**src/design/wlp_pkg.sv**
```systemverilog
// Shared types, constants and controller encodings for the latency percentile block.
package wlp_pkg;

    localparam int WINDOW_DEF = 128;
    localparam int FRAC_DEF   = 16;

    localparam int TICK_W    = 64;
    localparam int FREQ_W    = 32;
    localparam int DUR_W     = 32;
    localparam int CNT_OUT_W = 8;

    // 1000 = 2^10 - 2^4 - 2^3, done as shift and subtract
    localparam int SCALE_W    = 10;
    localparam int SCALE_SH_A = 10;
    localparam int SCALE_SH_B = 4;
    localparam int SCALE_SH_C = 3;

    localparam int PCT_MED    = 50;
    localparam int PCT_HI     = 95;
    localparam int RANK_ROUND = 99;
    // floor(x/100) == (x * RECIP) >> RECIP_SH, exact for x < 199728
    localparam int RECIP      = 167773;
    localparam int RECIP_W    = 18;
    localparam int RECIP_SH   = 24;

    typedef enum logic {
        CMD_SUBMIT = 1'b0,
        CMD_CLEAR  = 1'b1
    } t_cmd_code;

    typedef struct packed {
        t_cmd_code          command;
        logic [TICK_W-1:0]  start_ticks;
        logic [TICK_W-1:0]  end_ticks;
        logic [FREQ_W-1:0]  tick_frequency;
        logic               disjoint;
        logic               was_cancelled;
        logic               read_failed;
    } t_in;

    typedef struct packed {
        logic                 accepted;
        logic [CNT_OUT_W-1:0] window_count;
        logic [DUR_W-1:0]     median_ms;
        logic [DUR_W-1:0]     p95_ms;
    } t_out;

    typedef enum logic [3:0] {
        S_IDLE,
        S_MUL1,
        S_MUL2,
        S_DIV,
        S_RING,
        S_REM,
        S_INS0,
        S_INS,
        S_INSL,
        S_COMMIT,
        S_RANK,
        S_RD50,
        S_RD95,
        S_DONE
    } t_state;

    typedef struct packed {
        logic load;
        logic mul1;
        logic mul2;
        logic div;
        logic ring;
        logic rem;
        logic ins0;
        logic ins;
        logic insl;
        logic commit;
        logic rank;
        logic rd_hi;
        logic cap_med;
        logic out_load;
    } t_ctl;

    typedef struct packed {
        logic go;
        logic div_last;
        logic full;
        logic rem_done;
        logic ins_zero;
        logic ins_gt;
        logic ins_pos_one;
        logic out_free;
    } t_sts;

endpackage

```
**src/design/wlp_ctrl.sv**
```systemverilog
// Sequencer for the latency percentile block: divide, evict, insert, rank lookup.
module wlp_ctrl (
    input  logic          i_clk,
    input  logic          i_rst_n,
    input  logic          i_in_valid,
    output logic          o_in_stall,
    input  wlp_pkg::t_sts i_sts,
    output wlp_pkg::t_ctl o_ctl
);
    import wlp_pkg::*;

    t_state r_state, n_state;

    always_ff @(posedge i_clk) begin
        if (!i_rst_n) begin
            r_state <= S_IDLE;
        end else begin
            r_state <= n_state;
        end
    end

    always_comb begin
        n_state = r_state;
        case (r_state)
            S_IDLE: begin
                if (i_in_valid) begin
                    n_state = i_sts.go ? S_MUL1 : S_RANK;
                end
            end
            S_MUL1:   n_state = S_MUL2;
            S_MUL2:   n_state = S_DIV;
            S_DIV: begin
                if (i_sts.div_last) begin
                    n_state = S_RING;
                end
            end
            S_RING:   n_state = i_sts.full ? S_REM : S_INS0;
            S_REM: begin
                if (i_sts.rem_done) begin
                    n_state = S_INS0;
                end
            end
            S_INS0:   n_state = i_sts.ins_zero ? S_INSL : S_INS;
            S_INS: begin
                if (!i_sts.ins_gt) begin
                    n_state = S_COMMIT;
                end else if (i_sts.ins_pos_one) begin
                    n_state = S_INSL;
                end
            end
            S_INSL:   n_state = S_COMMIT;
            S_COMMIT: n_state = S_RANK;
            S_RANK:   n_state = S_RD50;
            S_RD50:   n_state = S_RD95;
            S_RD95:   n_state = S_DONE;
            S_DONE: begin
                if (i_sts.out_free) begin
                    n_state = S_IDLE;
                end
            end
            default:  n_state = S_IDLE;
        endcase
    end

    always_comb begin
        o_ctl          = '0;
        o_in_stall     = 1'b1;
        case (r_state)
            S_IDLE: begin
                o_in_stall = 1'b0;
                o_ctl.load = i_in_valid;
            end
            S_MUL1:   o_ctl.mul1   = 1'b1;
            S_MUL2:   o_ctl.mul2   = 1'b1;
            S_DIV:    o_ctl.div    = 1'b1;
            S_RING:   o_ctl.ring   = 1'b1;
            S_REM:    o_ctl.rem    = 1'b1;
            S_INS0:   o_ctl.ins0   = 1'b1;
            S_INS:    o_ctl.ins    = 1'b1;
            S_INSL:   o_ctl.insl   = 1'b1;
            S_COMMIT: o_ctl.commit = 1'b1;
            S_RANK:   o_ctl.rank   = 1'b1;
            S_RD50:   o_ctl.rd_hi  = 1'b0;
            S_RD95: begin
                o_ctl.rd_hi   = 1'b1;
                o_ctl.cap_med = 1'b1;
            end
            S_DONE: begin
                o_ctl.rd_hi    = 1'b1;
                o_ctl.out_load = i_sts.out_free;
            end
            default: o_in_stall = 1'b1;
        endcase
    end

endmodule

```
**config.mk**
```make
export PLATFORM = sky130hd
export DESIGN_NAME = wlp_ctrl
export DESIGN_NICKNAME = d
export VERILOG_FILES = /design/src/design/wlp_pkg.sv /design/src/design/wlp_ctrl.sv
export SDC_FILE = /design/constraint.sdc
export NUM_CORES = 1
export LEC_CHECK = 0
export BUFFER_PORTS_ARGS = -buffer_cell sky130_fd_sc_hd__buf_2
export CAP_MARGIN = 10
export CORE_AREA = 2 2 39 41
export CTS_BUF_LIST = sky130_fd_sc_hd__clkbuf_8 sky130_fd_sc_hd__clkbuf_16
export DETAILED_ROUTE_END_ITERATION = 16
export DIE_AREA = 0 0 41 43
export PLACE_DENSITY = 0.69
export SETUP_SLACK_MARGIN = 0.02
export SLEW_MARGIN = 10
export SYNTH_ARGS = -nofsm -noshare
export SYNTH_HDL_FRONTEND = slang
export SYNTH_SLANG_ARGS = --single-unit
```
**constraint.sdc**
```tcl
create_clock -name i_clk -period 1.7 [get_ports i_clk]
set_input_delay 0.34 -clock i_clk [delete_from_list [all_inputs] [get_ports i_clk]]
set_output_delay 0.34 -clock i_clk [all_outputs]
set_load 0.05 [all_outputs]
```
### After elaboration in Yosys (flattened, before gate mapping)

Cells that the tools add are included.

| operators by class | value |
|---|---|
| $add $sub $neg | 0 |
| $mul | 0 |
| divide/modulo/power cells | 0 |
| magnitude comparators | 0 |
| equal/unequal tests | 18 |
| shifts and indexed selects | 0 |
| multiplexer cells | 25 |
| bitwise logic cells | 0 |
| reductions and logical operators | 3 |

Operator list:

| operator | count |
|---|---|
| one-hot mux 4 bit (14 select lines) | 1 |
| two-way mux 4 bit | 8 |
| == test 4 bit (second input constant) | 6 |
| == test 4 x 3 -> 1 bit (second input constant) | 4 |
| two-way mux 1 bit | 15 |
| == test 4 x 2 -> 1 bit (second input constant) | 2 |
| != test 2 bit (second input constant) | 4 |
| AND reduction 5 bit | 1 |
| == test 4 x 1 -> 1 bit (second input constant) | 1 |
| zero test 4 bit | 1 |
| != test 3 bit (second input constant) | 1 |
| two-way mux 2 bit | 1 |
| OR reduction 2 bit | 1 |

| word-level totals | value |
|---|---|
| flip-flop bits (word level) | 4 |
| bits in latches | 0 |
| memory bits (writable) | 0 |
| bits in read-only memories | 0 |
| input bits | 11 |
| output and inout port bits | 15 |
| word-level logic and storage cells | 47 |
| memories | 0 |

### Logic depth before layout (Yosys ltp)

Gate-level depths: netlist (run 1).

| logic depth | value |
|---|---|
| depth after elaboration | 3 |
| mapped depth | 6 |
| gate-level depth less buffers | 4 |

### Worst setup path before layout (run 1)

No wires, ideal clock.

| path | value |
|---|---|
| path type | reg2out |
| start | reg r_state[1] |
| end | out o_ctl[13] (netlist name) |
| arrival time | 1.975 ns |
| data required time | 1.360 ns |
| slack | -0.615 ns |
| stages on the path, launching flop included | 5 |
| buffers on the path | 1 |
| cell sequence | dfxtp_1 > or2_1 > buf_6 > or3_1 > nor2_1 |

RTL lines:

| item | RTL line | source |
|---|---|---|
| start: declaration | wlp_ctrl.sv:12 | `t_state r_state, n_state;` |
| start signal: assignment | wlp_ctrl.sv:18 | `r_state <= n_state;` |
| end: declaration | wlp_ctrl.sv:8 | `output wlp_pkg::t_ctl o_ctl` |

==> results of run 1 <==
==> path summary, 6_finish.rpt <==
check	from	endpoint	slack (ns)	cells past startpoint
min reg2reg	r_state[1]	r_state[1]	0.67	3
min	i_rst_n	r_state[3]	0.42	3
max	r_state[0]	o_ctl[13]	-0.03	4
max reg2reg	r_state[1]	r_state[2]	0.18	5
==> placed cells by master, fill, tap and decap left out, types with 3 or more instances in the layout <==
cell type	instances
a21oi_1	3
buf_2	13
buf_4	10
clkbuf_4	7
clkbuf_8	3
nand2_1	7
nand2b_1	4
nor2_1	6
nor2_2	6
nor3_1	4
o21ai_0	3
==> per-layer routing <==
metal	wire [µm]	vias up
met1	609	268
met5	0	-
met4	29	0
li1	-	332
met2	662	31
met3	105	4
==> worst max-delay path, delay by kind of cell, from the launching register on <==
family	cells	cell delay (ns)
buf+inv	1	0.16
flops	1	0.31
simple gates	3	0.70
==> stage by stage <==
stage               utilization  power (mW)  area, µm²  setup TNS, ns
finish                    0.573        1.28        793        -0.0268
CTS                       0.543        1.20        752        -0.0193
global placement          0.503       0.956        696              0
detailed placement        0.503       0.965        696              0
floorplan                     -       0.799        538          -1.01
global route              0.573        1.39        793         -0.108
==> power groups by stage <==
stage	registers, mW	logic [mW]	clock network [mW]
finish	0.155	0.933	0.197
global route	0.161	1.01	0.214
CTS	0.150	0.847	0.204
detailed placement	0.150	0.815	0
global placement	0.148	0.808	0
floorplan	0.148	0.650	0
==> kinds of logic (layout without fill, tap and decap cells) <==
group / count (synthesis) / after routing
flops: 4 / 4
compound gates: 19 / 19
buf+inv: 8 / 37
mux: 2 / 2
simple gates: 41 / 41
==> cell type report <==
type	count	area, µm²
fillers	134	591
clock buffers	3	41.3
repair buffers	32	219
inverters	2	7.51
flip-flops and latches	4	82.6
multi-input cells	62	423
well taps	16	20.0
==> what timing repair did <==
item | in CTS | in global routing
hold buffers | 0 | 0
gates resized for setup | 5 | 19
endpoints found under the hold margin | 0 | 0
endpoints found under the setup margin | 6 | 13
==> metrics.csv, run 1 <==
stage,metric,value,unit
power_and_ir_drop,p_leak,0.367,nW
synthesis,yosys.area_share.adder,0,
worst_setup_path,worstPathArrival,1.39,ns
sta,finalSetupViolations,1,
clock_network,cts_max_level,1,
synthesis,synth_compound_area_frac,0.292,
drt,drtIter0Drc,7,
sta,relSlewSlack,0.732,
die,initial_core_util,0.365,
sta,timing.final.crit_share,1.02,
die,ioPinCount,26,
drt,vias,635,
sta,hold_viol,0,
clock_network,cts.clk_slew.worst_paths,0.03,ns
synthesis,syn_area,505,µm²
placement,portBuffers,25,
placement,hpwl,1070,µm
worst_setup_path,cp-start-kind,flip-flop,
synthesis,ys_types,32,
sta,finalCriticalPeriod,1.73,ns
global_routing,use_met1,0.202,
die,die_area,0.00176,mm²
sta,worst_pin_slew,0.393,ns
worst_setup_path,required,1.36,ns
synthesis,synth_top_area_cell,dfxtp_1,
final_layout,nets,116,
power_and_ir_drop,power_frac_seq,0.120,
synthesis,synth.top_cell.area_share,0.158,
synthesis,synth-main-ff-cell,dfxtp_1,
placement,place_ws,0.0853,ns
die,core_area,0.00138,mm²
worst_setup_path,critical_path.slowest_cell,or3_4,
power_and_ir_drop,vdd_drop_max,1.10,mV
clock_network,post_cts_buffers,0,
worst_setup_path,cpPeakStageDelay,0.36,ns
worst_setup_path,cp-end-kind,primary output,
synthesis,synth_mux_area_frac,0.0421,
global_routing,grt_pass1_vias,531,
final_layout,layoutNonFillerInstCount,119,
sta,rsz0062_at_grt,yes,
synthesis,ys_warn_count,0,
global_routing,grtUsageTotal,0.182,
die,die_h,43,µm
worst_setup_path,path_cells,or2_4 -> or3_4 -> nor2_4 -> buf_6,
global_routing,top_usage_layer,met2,
final_layout,drive_gt1_frac,0.515,
drt,detail-route-antenna-nets,0,
synthesis,synth_common_cells,"13 x nor2_1, 8 x nand2_1, 6 x nor3_1",
final_layout,syn_to_final_growth,56.9,%
synthesis,synthSimpleGateAreaFrac,0.413,
status,status,"finished, violations left",
die,die_w,41,µm
die,row_count,14,
drt,routedWlPerCell,11.8,µm
sta,slew_viol_final,0,
worst_hold_path,worstHoldPathType,input pin to flip-flop,
final_layout,top_register,r_state,
global_routing,grt_antenna_before_repair,0,
drt,dr.pass1.iters,4,
clock_network,tritoncts,built,
synthesis,ys_seq_elements,4,
status,violations,negative setup slack,
global_routing,gr-usage-met2,0.266,
global_routing,grt_util_met3,0.0890,
synthesis,synth_edf_count,0,
power_and_ir_drop,combPwrFrac,0.726,
sta,fin_ws,-0.0268,ns
synthesis,ys_async_sr_fraction,0,
placement,place_congestion,0.818,
clock_network,clkSinkCount,4,
clock_network,cts-root-buf,clkbuf_8,
drt,vias_per_cell,5.34,
clock_network,insertion_delay,0.22,ns
drt,drc,0,
run,drv_cap,0,
worst_setup_path,crit_type,flip-flop to primary output,
power_and_ir_drop,p_sw_frac,0.495,
worst_setup_path,path_max_fanout,3,
sta,finClkSkew,0.00352,ns
final_layout,top_regs,r_state: 4 flops,
synthesis,synth_most_common_cell,nor2_1,
power_and_ir_drop,cellPowerDensity,1620,mW/mm²
clock_network,cts_buffer_depth,2,
global_routing,grt_pass1_wl,2180,µm
synthesis,avgSynthCellArea,6.83,µm²
global_routing,grt_max_degree,14,
power_and_ir_drop,p_switching,636,µW
synthesis,yosys-top-cells-area,"dfxtp_1 16%, nor2_1 9.7%, nand2b_1 6.2%, nor3_1 5.9%, nand2_1 5.9%",
power_and_ir_drop,p_int,648,µW
drt,routed_wl,1410,µm
sta,timing.fmax,0.579,GHz
synthesis,synth_sequential_area_ratio,0.158,
sta,whs,0.422,ns
clock_network,numCtsBuffers,3,
final_layout,largest_reg_flops,4,
power_and_ir_drop,pwr-share-clk,0.153,
synthesis,synth_xor_area_frac,0,
global_routing,gr-total-overflow,0,
synthesis,synthesis.nets,85,
synthesis,synth_top_family_by_area,simple AND/OR/NAND/NOR gates,
final_layout,n_antenna_cell,0,
placement,dp.cells,116,
synthesis,syn_inst,74,
Power figures use the tool's default switching activity.
==> run 2: changes to the inputs <==
--- a/config.mk
+++ b/config.mk
@@ -7,11 +7,11 @@
 export LEC_CHECK = 0
 export BUFFER_PORTS_ARGS = -buffer_cell sky130_fd_sc_hd__buf_2
 export CAP_MARGIN = 10
-export CORE_AREA = 2 2 39 41
+export CORE_AREA = 4 4 41 43
 export CTS_BUF_LIST = sky130_fd_sc_hd__clkbuf_8 sky130_fd_sc_hd__clkbuf_16
 export DETAILED_ROUTE_END_ITERATION = 16
-export DIE_AREA = 0 0 41 43
-export PLACE_DENSITY = 0.69
+export DIE_AREA = 0 0 45 47
+export PLACE_DENSITY = 0.66
 export SETUP_SLACK_MARGIN = 0.02
 export SLEW_MARGIN = 10
 export SYNTH_ARGS = -nofsm -noshare
==> run 2 against run 1 <==
- the flow still finishes with violations (negative setup slack)
- cell area rose by 2.1%
- critical path depth stayed put
- global-route usage down 2.3 points
- power increased by 1.4%
- register-to-register slack worse by 0.06 ns
- critical path type unchanged
- largest cell class unchanged
- largest power group unchanged
- highest routed layer unchanged
==> metrics.csv, run 2 (synthesized netlist as in run 1, its figures left out) <==
stage,metric,value,unit,change
final_layout,syn_to_final_growth,60.1,%,
drt,drtIter0Drc,14,,+7
sta,whs,0.421,ns,-0.000595 ns
drt,dr.pass1.iters,4,,unchanged
sta,worst_pin_slew,0.417,ns,+0.0246 ns
die,die_area,0.00212,mm²,+20%
worst_setup_path,path_cells,or2_4 -> or3_4 -> nor2_4 -> buf_8,,
placement,portBuffers,25,,unchanged
sta,rsz0062_at_grt,yes,,
worst_setup_path,path_max_fanout,3,,unchanged
worst_setup_path,cpPeakStageDelay,0.36,ns,about the same
clock_network,cts_buffer_depth,2,,unchanged
worst_setup_path,cp-start-kind,flip-flop,,
die,core_area,0.00130,mm²,-6.0%
run,drv_cap,0,,unchanged
final_layout,largest_reg_flops,4,,unchanged
drt,drc,0,,unchanged
drt,detail-route-antenna-nets,0,,unchanged
clock_network,cts-root-buf,clkbuf_8,,
die,die_h,47,µm,+9.3%
placement,dp.cells,116,,unchanged
final_layout,fillers,132,,-1.5%
power_and_ir_drop,design_power_total,1.30,mW,+1.4%
global_routing,grtUsageTotal,0.158,,-0.0234
sta,slew_viol_final,0,,unchanged
worst_setup_path,cp-end-kind,primary output,,
worst_setup_path,worstPathArrival,1.38,ns,about the same
final_layout,final_common_cell,buf_4,,
final_layout,nets,117,,+0.86%
final_layout,layoutNonFillerInstCount,119,,unchanged
global_routing,grt_pass1_wl,2390,µm,+9.8%
clock_network,insertion_delay,0.22,ns,about the same
drt,routedWlPerCell,12.1,µm,+2.8%
power_and_ir_drop,cellPowerDensity,1610,mW/mm²,-0.60%
drt,routed_wl,1450,µm,+2.8%
worst_setup_path,required,1.36,ns,about the same
sta,hold_viol,0,,unchanged
final_layout,top_regs,r_state: 4 flops,,
clock_network,numCtsBuffers,3,,unchanged
worst_hold_path,whs_path_depth,2,,-1
final_layout,drive_gt1_frac,0.510,,-0.00495
sta,timing.final.crit_share,1.01,,-0.00405
drt,vias_per_cell,5.42,,+1.6%
final_layout,top_register,r_state,,
worst_setup_path,critical_path.slowest_cell,or3_4,,
die,initial_core_util,0.388,,+0.0232
global_routing,grt_pass1_vias,539,,+1.5%
global_routing,grt_max_degree,14,,unchanged
status,status,"finished, violations left",,
sta,finalSetupViolations,1,,unchanged
worst_setup_path,crit_type,flip-flop to primary output,,
drt,vias,645,,+1.6%
final_layout,n_antenna_cell,0,,unchanged
clock_network,cts_max_level,1,,unchanged
die,row_count,13,,-1
final_layout,final_cell_mix,"14 x buf_4, 13 x buf_2, 8 x nand2_1",,
placement,hpwl,1100,µm,+3.2%
sta,finalCriticalPeriod,1.72,ns,-0.00689 ns
sta,finClkSkew,0.00132,ns,-0.00221 ns
die,ioPinCount,26,,unchanged
global_routing,gr-total-overflow,0,,unchanged
global_routing,grt_antenna_before_repair,0,,unchanged
die,die_w,45,µm,+9.8%
placement,place_ws,0.0875,ns,+0.00215 ns
clock_network,tritoncts,built,,
placement,place_congestion,0.814,,-0.44%
sta,fin_ws,-0.0199,ns,+0.00689 ns
sta,relSlewSlack,0.715,,-0.0169
power_and_ir_drop,vdd_drop_max,1.52,mV,+39%
placement,place_area,702,µm²,+0.90%
clock_network,ctsHoldBuffers,0,,unchanged
sta,timing.fmax,0.581,GHz,+0.40%
worst_setup_path,rr_worst_depth,5,,unchanged
final_layout,fin_area,810,µm²,+2.1%
status,violations,negative setup slack,,
worst_hold_path,worstHoldPathType,input pin to flip-flop,,
clock_network,clkSinkCount,4,,unchanged
clock_network,cts.clk_slew.worst_paths,0.03,ns,about the same
power_and_ir_drop,p_leak,0.375,nW,+2.1%
-- run 2: per-stage QoR --
step,TNS (ns),util
detailed placement,0,0.539
global route,-0.104,0.622
CTS,-0.0207,0.590
global placement,0,0.539
floorplan,-1.01,-
finish,-0.0199,0.622
-- run 2: power by group --
| part | switching, mW | internal, mW | leakage [nW] |
|---|---|---|---|
| Clock | 0.0494 | 0.151 | 0.0216 |
| Combinational | 0.556 | 0.388 | 0.319 |
| Sequential | 0.0339 | 0.126 | 0.0337 |
| Total | 0.639 | 0.664 | 0.375 |
-- run 2: critical path: cells and delay by family, from the launching register on --
| family | cells | cell delay, ns |
|---|---|---|
| buf+inv | 1 | 0.15 |
| simple gates | 3 | 0.71 |
| flops | 1 | 0.30 |
-- run 2: worst paths after layout --
path,from,end,slack [ns]
worst max-delay path,r_state[0],o_ctl[13],-0.02
worst min-delay path,i_rst_n,r_state[2],0.42
worst max register to register,r_state[1],r_state[3],0.12
worst min register to register,r_state[1],r_state[1],0.75
-- run 2: routing by layer --
| metal | GRT usage | up-vias | share of wire | routed length, µm |
|---|---|---|---|---|
| met2 | 0.237 | 24 | 0.44 | 643 |
| met5 | 0 | - | 0 | 0 |
| met3 | 0.0536 | 4 | 0.099 | 143 |
| li1 | - | 329 | - | - |
| met4 | 0.0877 | 0 | 0.020 | 29 |
| met1 | 0.198 | 288 | 0.44 | 629 |
-- run 2: area by class of cell --
class,count,area [µm²],area share
clock buffer,3,41.3,0.0510
inverter,2,7.51,0.00927
multi-input combinational,62,425,0.526
sequential,4,82.6,0.102
tap,15,18.8,0.0232
timing repair buffer,33,234,0.289
-- run 2: what timing repair did --
action                     4_1_cts  5_1_grt
pin swaps                        0        1
buffers inserted                 0        0
gates resized for setup          9       17
setup endpoints to repair        7       11
